## config.mk

```make
export PLATFORM = sky130hd
export DESIGN_NAME = obstacle_avoid_pass_sequencer_core
export DESIGN_NICKNAME = d
export VERILOG_FILES = /design/src/hw/rtl/obspass_pkg.sv /design/src/hw/rtl/obspass_csr.sv /design/src/hw/rtl/obspass_step.sv /design/src/hw/rtl/obstacle_avoid_pass_sequencer_core.sv
export SDC_FILE = /design/constraint.sdc
export NUM_CORES = 1
export LEC_CHECK = 0
export BUFFER_PORTS_ARGS = -buffer_cell sky130_fd_sc_hd__buf_2
export CAP_MARGIN = 15
export CORE_AREA = 4 4 265 267
export DETAILED_ROUTE_END_ITERATION = 8
export DIE_AREA = 0 0 269 271
export PLACE_DENSITY = 0.42
export SLEW_MARGIN = 20
export SYNTH_ARGS = -nofsm -noshare
export SYNTH_HDL_FRONTEND = slang
export SYNTH_SLANG_ARGS = --single-unit
```

## constraint.sdc

```tcl
create_clock -name clock -period 8.7 [get_ports clock]
set_clock_uncertainty 0.1 [all_clocks]
set_input_delay 1.74 -clock clock [delete_from_list [all_inputs] [get_ports clock]]
set_output_delay 1.74 -clock clock [all_outputs]
set_load 0.02 [all_outputs]
```

## src/hw/rtl/obspass_pkg.sv

```systemverilog
// ----------------------------------------------------------------------------
// obspass_pkg
// Shared types and constants for the obstacle avoid pass sequencer.
// ----------------------------------------------------------------------------
package obspass_pkg;

   localparam int unsigned CSR_IDX_W  = 3;
   localparam int unsigned CSR_DATA_W = 16;
   localparam int unsigned VOTE_CNT_W = 4;

   // register indexes
   localparam logic [CSR_IDX_W-1:0] CSR_FRONT_STOP     = 3'd0;
   localparam logic [CSR_IDX_W-1:0] CSR_SIDE_CLEAR     = 3'd1;
   localparam logic [CSR_IDX_W-1:0] CSR_FWD_DUTY       = 3'd2;
   localparam logic [CSR_IDX_W-1:0] CSR_PIVOT          = 3'd3;
   localparam logic [CSR_IDX_W-1:0] CSR_STRAIGHT_ONE   = 3'd4;
   localparam logic [CSR_IDX_W-1:0] CSR_STRAIGHT_TWO   = 3'd5;
   localparam logic [CSR_IDX_W-1:0] CSR_STRAIGHT_THREE = 3'd6;
   localparam logic [CSR_IDX_W-1:0] CSR_FINAL_ALIGN    = 3'd7;

   // modes
   localparam logic [1:0] MODE_IDLE   = 2'd0;
   localparam logic [1:0] MODE_CRUISE = 2'd1;
   localparam logic [1:0] MODE_VOTE   = 2'd2;
   localparam logic [1:0] MODE_PASS   = 2'd3;

   // direction pin codes
   localparam logic [1:0] DIR_OFF = 2'd0;
   localparam logic [1:0] DIR_FWD = 2'd1;
   localparam logic [1:0] DIR_REV = 2'd2;

   // pass stages
   localparam logic [2:0] STAGE_PIVOT1    = 3'd0;
   localparam logic [2:0] STAGE_STRAIGHT1 = 3'd1;
   localparam logic [2:0] STAGE_PIVOT2    = 3'd2;
   localparam logic [2:0] STAGE_STRAIGHT2 = 3'd3;
   localparam logic [2:0] STAGE_PIVOT3    = 3'd4;
   localparam logic [2:0] STAGE_STRAIGHT3 = 3'd5;
   localparam logic [2:0] STAGE_ALIGN     = 3'd6;
   localparam logic [2:0] STAGE_DONE      = 3'd7;

   localparam logic [31:0] STARTUP_WAIT_MS = 32'd1000;
   localparam logic [31:0] VOTE_GAP_MS     = 32'd25;
   localparam logic [7:0]  FULL_DUTY       = 8'd255;

   localparam logic [VOTE_CNT_W-1:0] VOTE_SAMPLES  = 4'd10;
   localparam logic [VOTE_CNT_W-1:0] VOTE_MIN_HITS = 4'd6;

   typedef struct packed {
      logic [14:0] front_stop_us;
      logic [14:0] side_clear_us;
      logic [7:0]  fwd_duty;
      logic [15:0] turn_ms;
      logic [15:0] straight_one_ms;
      logic [15:0] straight_two_ms;
      logic [15:0] straight_three_ms;
      logic [15:0] align_ms;
   } cfg_type;

   typedef struct packed {
      logic [31:0] now_ms;
      logic        button_level;
      logic [14:0] echo_front_us;
      logic [14:0] echo_left_us;
      logic [14:0] echo_right_us;
   } item_type;

   typedef struct packed {
      logic                  system_on;
      logic                  prev_button;
      logic [1:0]            mode;
      logic [2:0]            stage;
      logic                  side_right;
      logic [31:0]           stage_start_ms;
      logic                  voting_active;
      logic [VOTE_CNT_W-1:0] vote_count;
      logic [VOTE_CNT_W-1:0] front_votes;
      logic [VOTE_CNT_W-1:0] left_votes;
      logic [VOTE_CNT_W-1:0] right_votes;
      logic [31:0]           last_vote_ms;
      logic                  vote_taken;
      logic [1:0]            left_dir;
      logic [1:0]            right_dir;
      logic                  led;
   } state_type;

   typedef struct packed {
      logic [7:0] left_pwm;
      logic [1:0] left_dir;
      logic [7:0] right_pwm;
      logic [1:0] right_dir;
      logic       led_on;
      logic [1:0] mode_now;
      logic [2:0] pass_stage_now;
      logic       pass_to_right;
   } result_type;

   // an echo of zero means nothing seen
   function automatic logic is_blocked(input logic [14:0] us, input logic [14:0] lim);
      return (us != 15'd0) && (us <= lim);
   endfunction

endpackage

```

## src/hw/rtl/obspass_csr.sv

```systemverilog
// ----------------------------------------------------------------------------
// obspass_csr
// Configuration register file, write only.
// ----------------------------------------------------------------------------
module obspass_csr
   import obspass_pkg::*;
(
   input  logic                  clock,
   input  logic                  reset,
   input  logic                  csr_wr_en,
   input  logic [CSR_IDX_W-1:0]  csr_index,
   input  logic [CSR_DATA_W-1:0] csr_wdata,
   output cfg_type               cfg
);

   cfg_type cfg_ff;
   cfg_type cfg_in;

   always_comb begin
      cfg_in = cfg_ff;
      if (csr_wr_en) begin
         case (csr_index)
            CSR_FRONT_STOP:     cfg_in.front_stop_us     = csr_wdata[14:0];
            CSR_SIDE_CLEAR:     cfg_in.side_clear_us     = csr_wdata[14:0];
            CSR_FWD_DUTY:       cfg_in.fwd_duty          = csr_wdata[7:0];
            CSR_PIVOT:          cfg_in.turn_ms           = csr_wdata;
            CSR_STRAIGHT_ONE:   cfg_in.straight_one_ms   = csr_wdata;
            CSR_STRAIGHT_TWO:   cfg_in.straight_two_ms   = csr_wdata;
            CSR_STRAIGHT_THREE: cfg_in.straight_three_ms = csr_wdata;
            CSR_FINAL_ALIGN:    cfg_in.align_ms          = csr_wdata;
            default:            cfg_in = cfg_ff;
         endcase
      end
   end

   always_ff @(posedge clock) begin
      if (reset) begin
         cfg_ff.front_stop_us     <= 15'd1632;
         cfg_ff.side_clear_us     <= 15'd1632;
         cfg_ff.fwd_duty          <= 8'd255;
         cfg_ff.turn_ms           <= 16'd850;
         cfg_ff.straight_one_ms   <= 16'd1100;
         cfg_ff.straight_two_ms   <= 16'd1400;
         cfg_ff.straight_three_ms <= 16'd1100;
         cfg_ff.align_ms          <= 16'd650;
      end else begin
         cfg_ff <= cfg_in;
      end
   end

   assign cfg = cfg_ff;

endmodule

```

## src/hw/rtl/obspass_step.sv

```systemverilog
// ----------------------------------------------------------------------------
// obspass_step
// One control tick: next sequencer state and the motor/lamp result.
// ----------------------------------------------------------------------------
module obspass_step
   import obspass_pkg::*;
(
   input  cfg_type    cfg,
   input  item_type   item,
   input  state_type  cur,
   output state_type  nxt,
   output result_type res
);

   state_type   st;
   logic [7:0]  duty;
   logic [31:0] elapsed;
   logic [31:0] gap;
   logic        f_blk;
   logic        l_blk;
   logic        r_blk;
   logic        vf;
   logic        vl;
   logic        vr;
   logic        go_pass;

   function automatic state_type clear_votes(input state_type s);
      state_type r;
      r               = s;
      r.voting_active = 1'b0;
      r.vote_count    = '0;
      r.front_votes   = '0;
      r.left_votes    = '0;
      r.right_votes   = '0;
      r.vote_taken    = 1'b0;
      return r;
   endfunction

   assign elapsed = item.now_ms - cur.stage_start_ms;
   assign gap     = item.now_ms - cur.last_vote_ms;
   assign f_blk   = is_blocked(item.echo_front_us, cfg.front_stop_us);
   assign l_blk   = is_blocked(item.echo_left_us, cfg.side_clear_us);
   assign r_blk   = is_blocked(item.echo_right_us, cfg.side_clear_us);

   always_comb begin
      st      = cur;
      duty    = 8'd0;
      vf      = 1'b0;
      vl      = 1'b0;
      vr      = 1'b0;
      go_pass = 1'b0;
      if (item.now_ms >= STARTUP_WAIT_MS) begin
         // falling edge of the active-low button toggles run/stop
         if (st.prev_button && !item.button_level) begin
            st.system_on = !st.system_on;
            if (!st.system_on) begin
               st.mode = MODE_IDLE;
               st.led  = 1'b0;
            end else begin
               st      = clear_votes(st);
               st.mode = MODE_CRUISE;
               st.led  = 1'b1;
            end
         end
         st.prev_button = item.button_level;
         if (st.system_on) begin
            case (st.mode)
               MODE_CRUISE: begin
                  if (f_blk || l_blk || r_blk) begin
                     st.mode = MODE_VOTE;
                  end else begin
                     st.left_dir  = DIR_FWD;
                     st.right_dir = DIR_FWD;
                     duty         = cfg.fwd_duty;
                  end
               end
               MODE_VOTE: begin
                  if (!st.voting_active) begin
                     st               = clear_votes(st);
                     st.voting_active = 1'b1;
                  end
                  if (!st.vote_taken || gap >= VOTE_GAP_MS) begin
                     st.last_vote_ms = item.now_ms;
                     st.vote_taken   = 1'b1;
                     if (f_blk) st.front_votes = st.front_votes + 4'd1;
                     if (l_blk) st.left_votes  = st.left_votes + 4'd1;
                     if (r_blk) st.right_votes = st.right_votes + 4'd1;
                     st.vote_count = st.vote_count + 4'd1;
                  end
                  if (st.vote_count >= VOTE_SAMPLES) begin
                     vf               = st.front_votes >= VOTE_MIN_HITS;
                     vl               = st.left_votes >= VOTE_MIN_HITS;
                     vr               = st.right_votes >= VOTE_MIN_HITS;
                     st.voting_active = 1'b0;
                     // boxed in on all sides or on both sides: stay put, next tick votes afresh
                     if (!(vf && vl && vr)) begin
                        if (vl && !vr) begin
                           st.side_right = 1'b1;
                           go_pass       = 1'b1;
                        end else if (vr && !vl) begin
                           st.side_right = 1'b0;
                           go_pass       = 1'b1;
                        end else if (vf && !vl && !vr) begin
                           st.side_right = 1'b0;
                           go_pass       = 1'b1;
                        end else if (!vf && !vl && !vr) begin
                           st      = clear_votes(st);
                           st.mode = MODE_CRUISE;
                        end
                     end
                     if (go_pass) begin
                        st                = clear_votes(st);
                        st.mode           = MODE_PASS;
                        st.stage          = STAGE_PIVOT1;
                        st.stage_start_ms = item.now_ms;
                     end
                  end
               end
               MODE_PASS: begin
                  duty = FULL_DUTY;
                  case (st.stage)
                     STAGE_PIVOT1, STAGE_ALIGN: begin
                        st.left_dir  = st.side_right ? DIR_FWD : DIR_REV;
                        st.right_dir = st.side_right ? DIR_REV : DIR_FWD;
                     end
                     STAGE_PIVOT2, STAGE_PIVOT3: begin
                        st.left_dir  = st.side_right ? DIR_REV : DIR_FWD;
                        st.right_dir = st.side_right ? DIR_FWD : DIR_REV;
                     end
                     STAGE_STRAIGHT1, STAGE_STRAIGHT2, STAGE_STRAIGHT3: begin
                        st.left_dir  = DIR_FWD;
                        st.right_dir = DIR_FWD;
                     end
                     default: begin
                        duty = 8'd0;
                        if (f_blk) begin
                           st.mode = MODE_VOTE;
                        end else begin
                           st      = clear_votes(st);
                           st.mode = MODE_CRUISE;
                        end
                     end
                  endcase
                  case (st.stage)
                     STAGE_PIVOT1: begin
                        if (elapsed >= {16'd0, cfg.turn_ms}) begin
                           st.stage          = STAGE_STRAIGHT1;
                           st.stage_start_ms = item.now_ms;
                        end
                     end
                     STAGE_STRAIGHT1: begin
                        if (elapsed >= {16'd0, cfg.straight_one_ms}) begin
                           st.stage          = STAGE_PIVOT2;
                           st.stage_start_ms = item.now_ms;
                        end
                     end
                     STAGE_PIVOT2: begin
                        if (elapsed >= {16'd0, cfg.turn_ms}) begin
                           st.stage          = STAGE_STRAIGHT2;
                           st.stage_start_ms = item.now_ms;
                        end
                     end
                     STAGE_STRAIGHT2: begin
                        if (elapsed >= {16'd0, cfg.straight_two_ms}) begin
                           st.stage          = STAGE_PIVOT3;
                           st.stage_start_ms = item.now_ms;
                        end
                     end
                     STAGE_PIVOT3: begin
                        if (elapsed >= {16'd0, cfg.turn_ms}) begin
                           st.stage          = STAGE_STRAIGHT3;
                           st.stage_start_ms = item.now_ms;
                        end
                     end
                     STAGE_STRAIGHT3: begin
                        if (elapsed >= {16'd0, cfg.straight_three_ms}) begin
                           st.stage          = STAGE_ALIGN;
                           st.stage_start_ms = item.now_ms;
                        end
                     end
                     STAGE_ALIGN: begin
                        if (elapsed >= {16'd0, cfg.align_ms}) begin
                           st.stage          = STAGE_DONE;
                           st.stage_start_ms = item.now_ms;
                        end
                     end
                     default: begin
                        st.stage = STAGE_DONE;
                     end
                  endcase
               end
               default: begin
                  duty = 8'd0;
               end
            endcase
         end
      end
   end

   assign nxt = st;

   always_comb begin
      res.left_pwm       = duty;
      res.left_dir       = st.left_dir;
      res.right_pwm      = duty;
      res.right_dir      = st.right_dir;
      res.led_on         = st.led;
      res.mode_now       = st.mode;
      res.pass_stage_now = st.stage;
      res.pass_to_right  = st.side_right;
   end

endmodule

```

## src/hw/rtl/obstacle_avoid_pass_sequencer_core.sv

```systemverilog
// ----------------------------------------------------------------------------
// obstacle_avoid_pass_sequencer_core
// Drive sequencer: boot hold, run/stop button, cruise, obstacle vote, pass.
// ----------------------------------------------------------------------------
//  channel  | ports     | direction | beat
//  ---------+-----------+-----------+----------------------------------------
//  request  | req_*     | in        | one control tick (time, button, echoes)
//  response | rsp_*     | out       | motor duty/dir, lamp, mode, pass status
//  config   | csr_*     | in        | one register write, no handshake
//
//  One beat per clock sustained while the response side is ready. A request
//  beat lands in the input register; the step logic then works on it and
//  loads the response register once the response side can take it.
//  Reset clears the sequencer state and config to defaults.
//  A stalled response holds the step; the input register keeps taking beats
//  while it is empty or advancing.
// ----------------------------------------------------------------------------
module obstacle_avoid_pass_sequencer_core
   import obspass_pkg::*;
(
   input  logic                  clock,
   input  logic                  reset,

   input  logic                  req_valid,
   output logic                  req_ready,
   input  logic [31:0]           req_now_ms,
   input  logic                  req_button_level,
   input  logic [14:0]           req_echo_front_us,
   input  logic [14:0]           req_echo_left_us,
   input  logic [14:0]           req_echo_right_us,

   output logic                  rsp_valid,
   input  logic                  rsp_ready,
   output logic [7:0]            rsp_left_pwm,
   output logic [1:0]            rsp_left_dir,
   output logic [7:0]            rsp_right_pwm,
   output logic [1:0]            rsp_right_dir,
   output logic                  rsp_led_on,
   output logic [1:0]            rsp_mode_now,
   output logic [2:0]            rsp_pass_stage_now,
   output logic                  rsp_pass_to_right,

   input  logic                  csr_wr_en,
   input  logic [CSR_IDX_W-1:0]  csr_index,
   input  logic [CSR_DATA_W-1:0] csr_wdata
);

   cfg_type    cfg;
   item_type   item_ff;
   item_type   item_in;
   logic       in_vld_ff;
   logic       in_vld_in;
   state_type  state_ff;
   state_type  state_nxt;
   result_type res_ff;
   result_type res_nxt;
   logic       rsp_vld_ff;
   logic       rsp_vld_in;
   logic       advance;
   logic       req_take;

   obspass_csr u_csr (
      .clock     (clock),
      .reset     (reset),
      .csr_wr_en (csr_wr_en),
      .csr_index (csr_index),
      .csr_wdata (csr_wdata),
      .cfg       (cfg)
   );

   obspass_step u_step (
      .cfg  (cfg),
      .item (item_ff),
      .cur  (state_ff),
      .nxt  (state_nxt),
      .res  (res_nxt)
   );

   assign advance   = in_vld_ff && (!rsp_vld_ff || rsp_ready);
   assign req_ready = !in_vld_ff || advance;
   assign req_take  = req_valid && req_ready;

   assign in_vld_in  = req_take || (in_vld_ff && !advance);
   assign rsp_vld_in = advance || (rsp_vld_ff && !rsp_ready);

   always_comb begin
      item_in.now_ms        = req_now_ms;
      item_in.button_level  = req_button_level;
      item_in.echo_front_us = req_echo_front_us;
      item_in.echo_left_us  = req_echo_left_us;
      item_in.echo_right_us = req_echo_right_us;
   end

   always_ff @(posedge clock) begin
      if (reset) begin
         in_vld_ff  <= 1'b0;
         rsp_vld_ff <= 1'b0;
      end else begin
         in_vld_ff  <= in_vld_in;
         rsp_vld_ff <= rsp_vld_in;
      end
   end

   always_ff @(posedge clock) begin
      if (req_take) begin
         item_ff <= item_in;
      end
      if (advance) begin
         res_ff <= res_nxt;
      end
   end

   always_ff @(posedge clock) begin
      if (reset) begin
         state_ff.system_on      <= 1'b0;
         state_ff.prev_button    <= 1'b1;
         state_ff.mode           <= MODE_IDLE;
         state_ff.stage          <= STAGE_DONE;
         state_ff.side_right     <= 1'b0;
         state_ff.stage_start_ms <= '0;
         state_ff.voting_active  <= 1'b0;
         state_ff.vote_count     <= '0;
         state_ff.front_votes    <= '0;
         state_ff.left_votes     <= '0;
         state_ff.right_votes    <= '0;
         state_ff.last_vote_ms   <= '0;
         state_ff.vote_taken     <= 1'b0;
         state_ff.left_dir       <= DIR_OFF;
         state_ff.right_dir      <= DIR_OFF;
         state_ff.led            <= 1'b0;
      end else if (advance) begin
         state_ff <= state_nxt;
      end
   end

   assign rsp_valid          = rsp_vld_ff;
   assign rsp_left_pwm       = res_ff.left_pwm;
   assign rsp_left_dir       = res_ff.left_dir;
   assign rsp_right_pwm      = res_ff.right_pwm;
   assign rsp_right_dir      = res_ff.right_dir;
   assign rsp_led_on         = res_ff.led_on;
   assign rsp_mode_now       = res_ff.mode_now;
   assign rsp_pass_stage_now = res_ff.pass_stage_now;
   assign rsp_pass_to_right  = res_ff.pass_to_right;

endmodule

```

==> results.txt <==
The overall overflow remaining after global route is 0. The worst setup path is captured at a flop. After detailed routing, the average wire length per cell comes to 19.6 um. 131 I/O pins were placed. In the synthesized netlist, the number of instances is 2,408. In this run, synthesis inferred 97 flip-flops with an integrated enable. The finished cells cover 0.0228 mm^2.

The fill cell total of the finished layout is 7,098. At the worst endpoint, the arrival time is 6.44 ns. The worst-case vdd ir drop is 142 uV. The top cell family by delay on the critical path is compound AO/OA/AOI/OAI gates.

The weighted congestion at the end of routability-driven global placement is 0.878. The buffers inserted during post-CTS setup optimization came out at 0. After synthesis, flip-flops and latches occupy 35.8% of the total area. For this run, the post-layout net count is 2,771.

The count of final hold-check violations came out at 0. The share of post-route cells with drive strength above 1 came out at 10.9%. The clock-pin transition on the worst setup and hold timing paths is 0.05 ns. After the first detailed-routing iteration, the DRC count stood at 1,100.

The number of buffers inserted by port buffering came out at 130. The via count of the first global-routing pass is 17,400. The die covers 0.0729 mm^2. The number of antenna violations at the first check in global routing came out at 1. The final period demand of the worst path came out at 6.09 ns. Hold repair after CTS inserted 0 buffers. Hold is met by 0.351 ns.

The number of vias in the routed layout is 17,900. After synthesis, the share of flip-flops with an asynchronous set or reset is 0%. Setup repair after global routing left no endpoint under its margin. Leaving out filler cells and counting taps, the final layout contains 3,390. The global-route track usage on met2 is 28.7%.

The area added between synthesis and finish is 13.3%. The post-synthesis net count is 2,703. The critical path is of the reg -> reg type. The post-synthesis share of cell area spent on and, or, nand and nor gates is 19.5%. The number of placed instances, taps included is 3,315. The buffer and inverter count on the worst path is 2. The area of the core is 0.0681 mm^2. The tightest slew margin relative to the limit came out at 31.5%. The required time reported for the critical path endpoint is 9.05 ns. The leakage power figure came out at 8.64 nW. The final core area utilization is 33.5%. The number of cells upsized or downsized after cts came out at 0. The clock tree from TritonCTS is built. Walking the worst path, the cells encountered are inv_1, ha_1, inv_1, fa_1, a21oi_1, o211ai_1, a21oi_1, nor2_1, o21a_1, nor2_1, o21ai_0, xnor2_1, ha_1, nand4_1, a2111oi_0, a21oi_1, a2111oi_0, a21oi_1, nand4bb_1, o211ai_1, or3_2, o311a_4, a22o_1.

For this design, the slowest cell found on the critical path is xnor2_1. The later pin in the worst-skew pair is clocked with a latency of 0.57 ns. Summing the areas of all compound-gate instances in the mapped netlist gives 22.9% of the synthesized area. The first detailed-routing pass took 6 iterations. The met3 global-route usage came out at 2.46%. Once detailed placement completed, the half-perimeter wirelength came to 49.5 mm. The area of the mapped netlist came out at 0.0201 mm^2. The overall fraction of global-route tracks in use came out at 17.9%. The detail-routed via count per cell is 5.28. The per-instance average area after synthesis is 8.36 um^2.

The flow ran to the end, and the final reports show no timing, DRC or antenna violations. TritonCTS created 41 clock buffers. In this run the most used layer during global routing was met2.

The number of setup violations in the final report came out at 0. After synthesis, the share of cell area in mux cells is 0.740%. In this run the remaining antenna-violating nets after routing total 0. The unique cell type count in the Yosys netlist came out at 95. The final-report max-slew violation count is 0. In the finished design, the share of the clock period the worst path needs comes to 70.0%. The clock passes through at most 3 buffers. The number of warnings issued by yosys is 0. The buffer type at the clock tree root is clkbuf_16. The setup TNS after final layout came out at 0 ns. The total DRC errors in the routed layout came out at 0. In the layout the commonest cells are nand2_1, a21oi_1, dfxtp_1. The arithmetic-cell share of the synthesized area counting full adders, half adders and majority gates is 12.1%. By instance count, the cell type seen most on the critical path is a21oi_1. Leaving out fill and tap cells, the most frequent cell in the layout is nand2_1. The starting density of the core came out at 29.6%. After synthesis, the largest family of logic cells by area is compound AO/OA/AOI/OAI gates. After floorplanning, the core was divided into 96 placement rows.

The power per unit of standard cell area came out at 172 mW/mm^2. Across all register-to-register paths, the minimum setup slack is 2.61 ns. The achievable frequency came out at 164 MHz. In the final layout, the multi-input gates occupy 0.0115 mm^2. The H-tree depth came out at 2. The largest single stage delay on the critical path is 0.67 ns.

The antenna diode count is 0. The met1 usage in global routing came out at 25.4%. The largest net degree at the start of global routing came out at 83. The dominant register cell in the synthesized netlist is dfxtp_1. The total of max-cap violations is 0. The first global-routing pass estimated 103 mm of wire. The actual slew at the worst max-slew pin came out at 1.02 ns. The XOR/XNOR share of the synthesized area is 1.61%. The peak fanout along the critical path is 30. The clock sink total came out at 312. The total routed wirelength came out at 66.5 mm. The category of the worst setup path launch point is a flop. The sequential standard cell area came out at 0.00722 mm^2. The number of storage elements in the synthesis netlist is 312. The min-delay analysis places its worst path in the category reg -> reg. The chip width came out at 269 um. Measured along the y axis, the die boundary spans 271 um. The post-detailed-placement cell area came out at 0.0214 mm^2.
## kinds of logic (layout without fill, tap and decap cells)
logic type	count (synthesis)	after routing
mux	14	14
compound gates	689	689
buf+inv	340	440
fa+ha+maj	193	193
simple gates	823	823
flops	312	312
xor+xnor	37	37
## final cells by class
| cell class | instances | area share [%] |
|---|---|---|
| repair buffers | 154 | 3.65 |
| clock buffers | 50 | 4.92 |
| flip-flops and latches | 312 | 31.6 |
| well taps | 882 | 4.84 |
| inverters | 211 | 3.47 |
| clock inverters | 25 | 1.15 |
| multi-input cells | 1756 | 50.3 |
## worst register-to-register path: cells and delay by family, from the launching register on
| kind | cells | cell delay, ns |
|---|---|---|
| AOI/OAI and AO/OA | 12 | 2.96 |
| and+or+nand+nor | 5 | 0.89 |
| adders and majority gates | 3 | 0.80 |
| xor gates and xnor gates | 1 | 0.67 |
| DFF | 1 | 0.41 |
| buffers and inverters | 2 | 0.16 |
## synth_stat cells, types with 8 or more instances
cell,number,area (um^2)
nand2_1,386,1450
a21oi_1,237,1190
dfxtp_1,215,4300
inv_1,209,785
ha_1,191,2390
nor2_1,112,420
edfxtp_1,97,2910
o21ai_0,90,450
clkbuf_1,83,312
nand3_1,54,270
a21o_1,53,398
o211ai_1,53,398
nand4_1,49,307
o21a_1,40,300
nor3_1,33,165
nor4_1,33,206
a22o_1,32,280
nand2b_1,25,156
xnor2_1,23,201
and3_1,21,131
a211oi_1,17,128
nor2b_1,16,100
and2_1,14,87.6
o2111ai_1,14,123
xor2_1,14,123
a31oi_1,13,81.3
buf_6,13,146
or3_1,13,81.3
a2111oi_0,12,105
buf_4,11,82.6
a32oi_1,9,78.8
and4_1,9,78.8
nor3b_1,9,67.6
o21bai_1,9,67.6
a311oi_1,8,70.1
buf_2,8,40.0
## through the flow
stage | setup WS [ns] | power (mW)
6_report | 2.61 | 3.93
3_5_place_dp | 2.70 | 2.20
5_1_grt | 2.06 | 4.13
4_1_cts | 2.68 | 4.00
3_3_place_gp | 2.73 | 2.20
2_1_floorplan | 3.76 | 1.99
## power by group
| group | total, mW | switching [mW] | internal (mW) |
|---|---|---|---|
| Clock | 1.76 | 0.692 | 1.07 |
| Sequential | 1.59 | 0.0400 | 1.55 |
| Combinational | 0.584 | 0.373 | 0.211 |
## path summary, 6_finish.rpt
path           to  cells after the start        start
min reg2reg  flop                      2         flop
min          flop                      2         flop
max reg2reg  flop                     23  item_ff[46]
max          flop                     23  item_ff[46]
## layer usage
| metal | wire [um] | part of all wire [%] |
|---|---|---|
| met1 | 31900 | 48 |
| met2 | 29900 | 45 |
| met3 | 3260 | 4.9 |
| met4 | 1510 | 2.3 |
| met5 | 0 | 0 |
No activity file was read; power rests on OpenSTA's default activity.
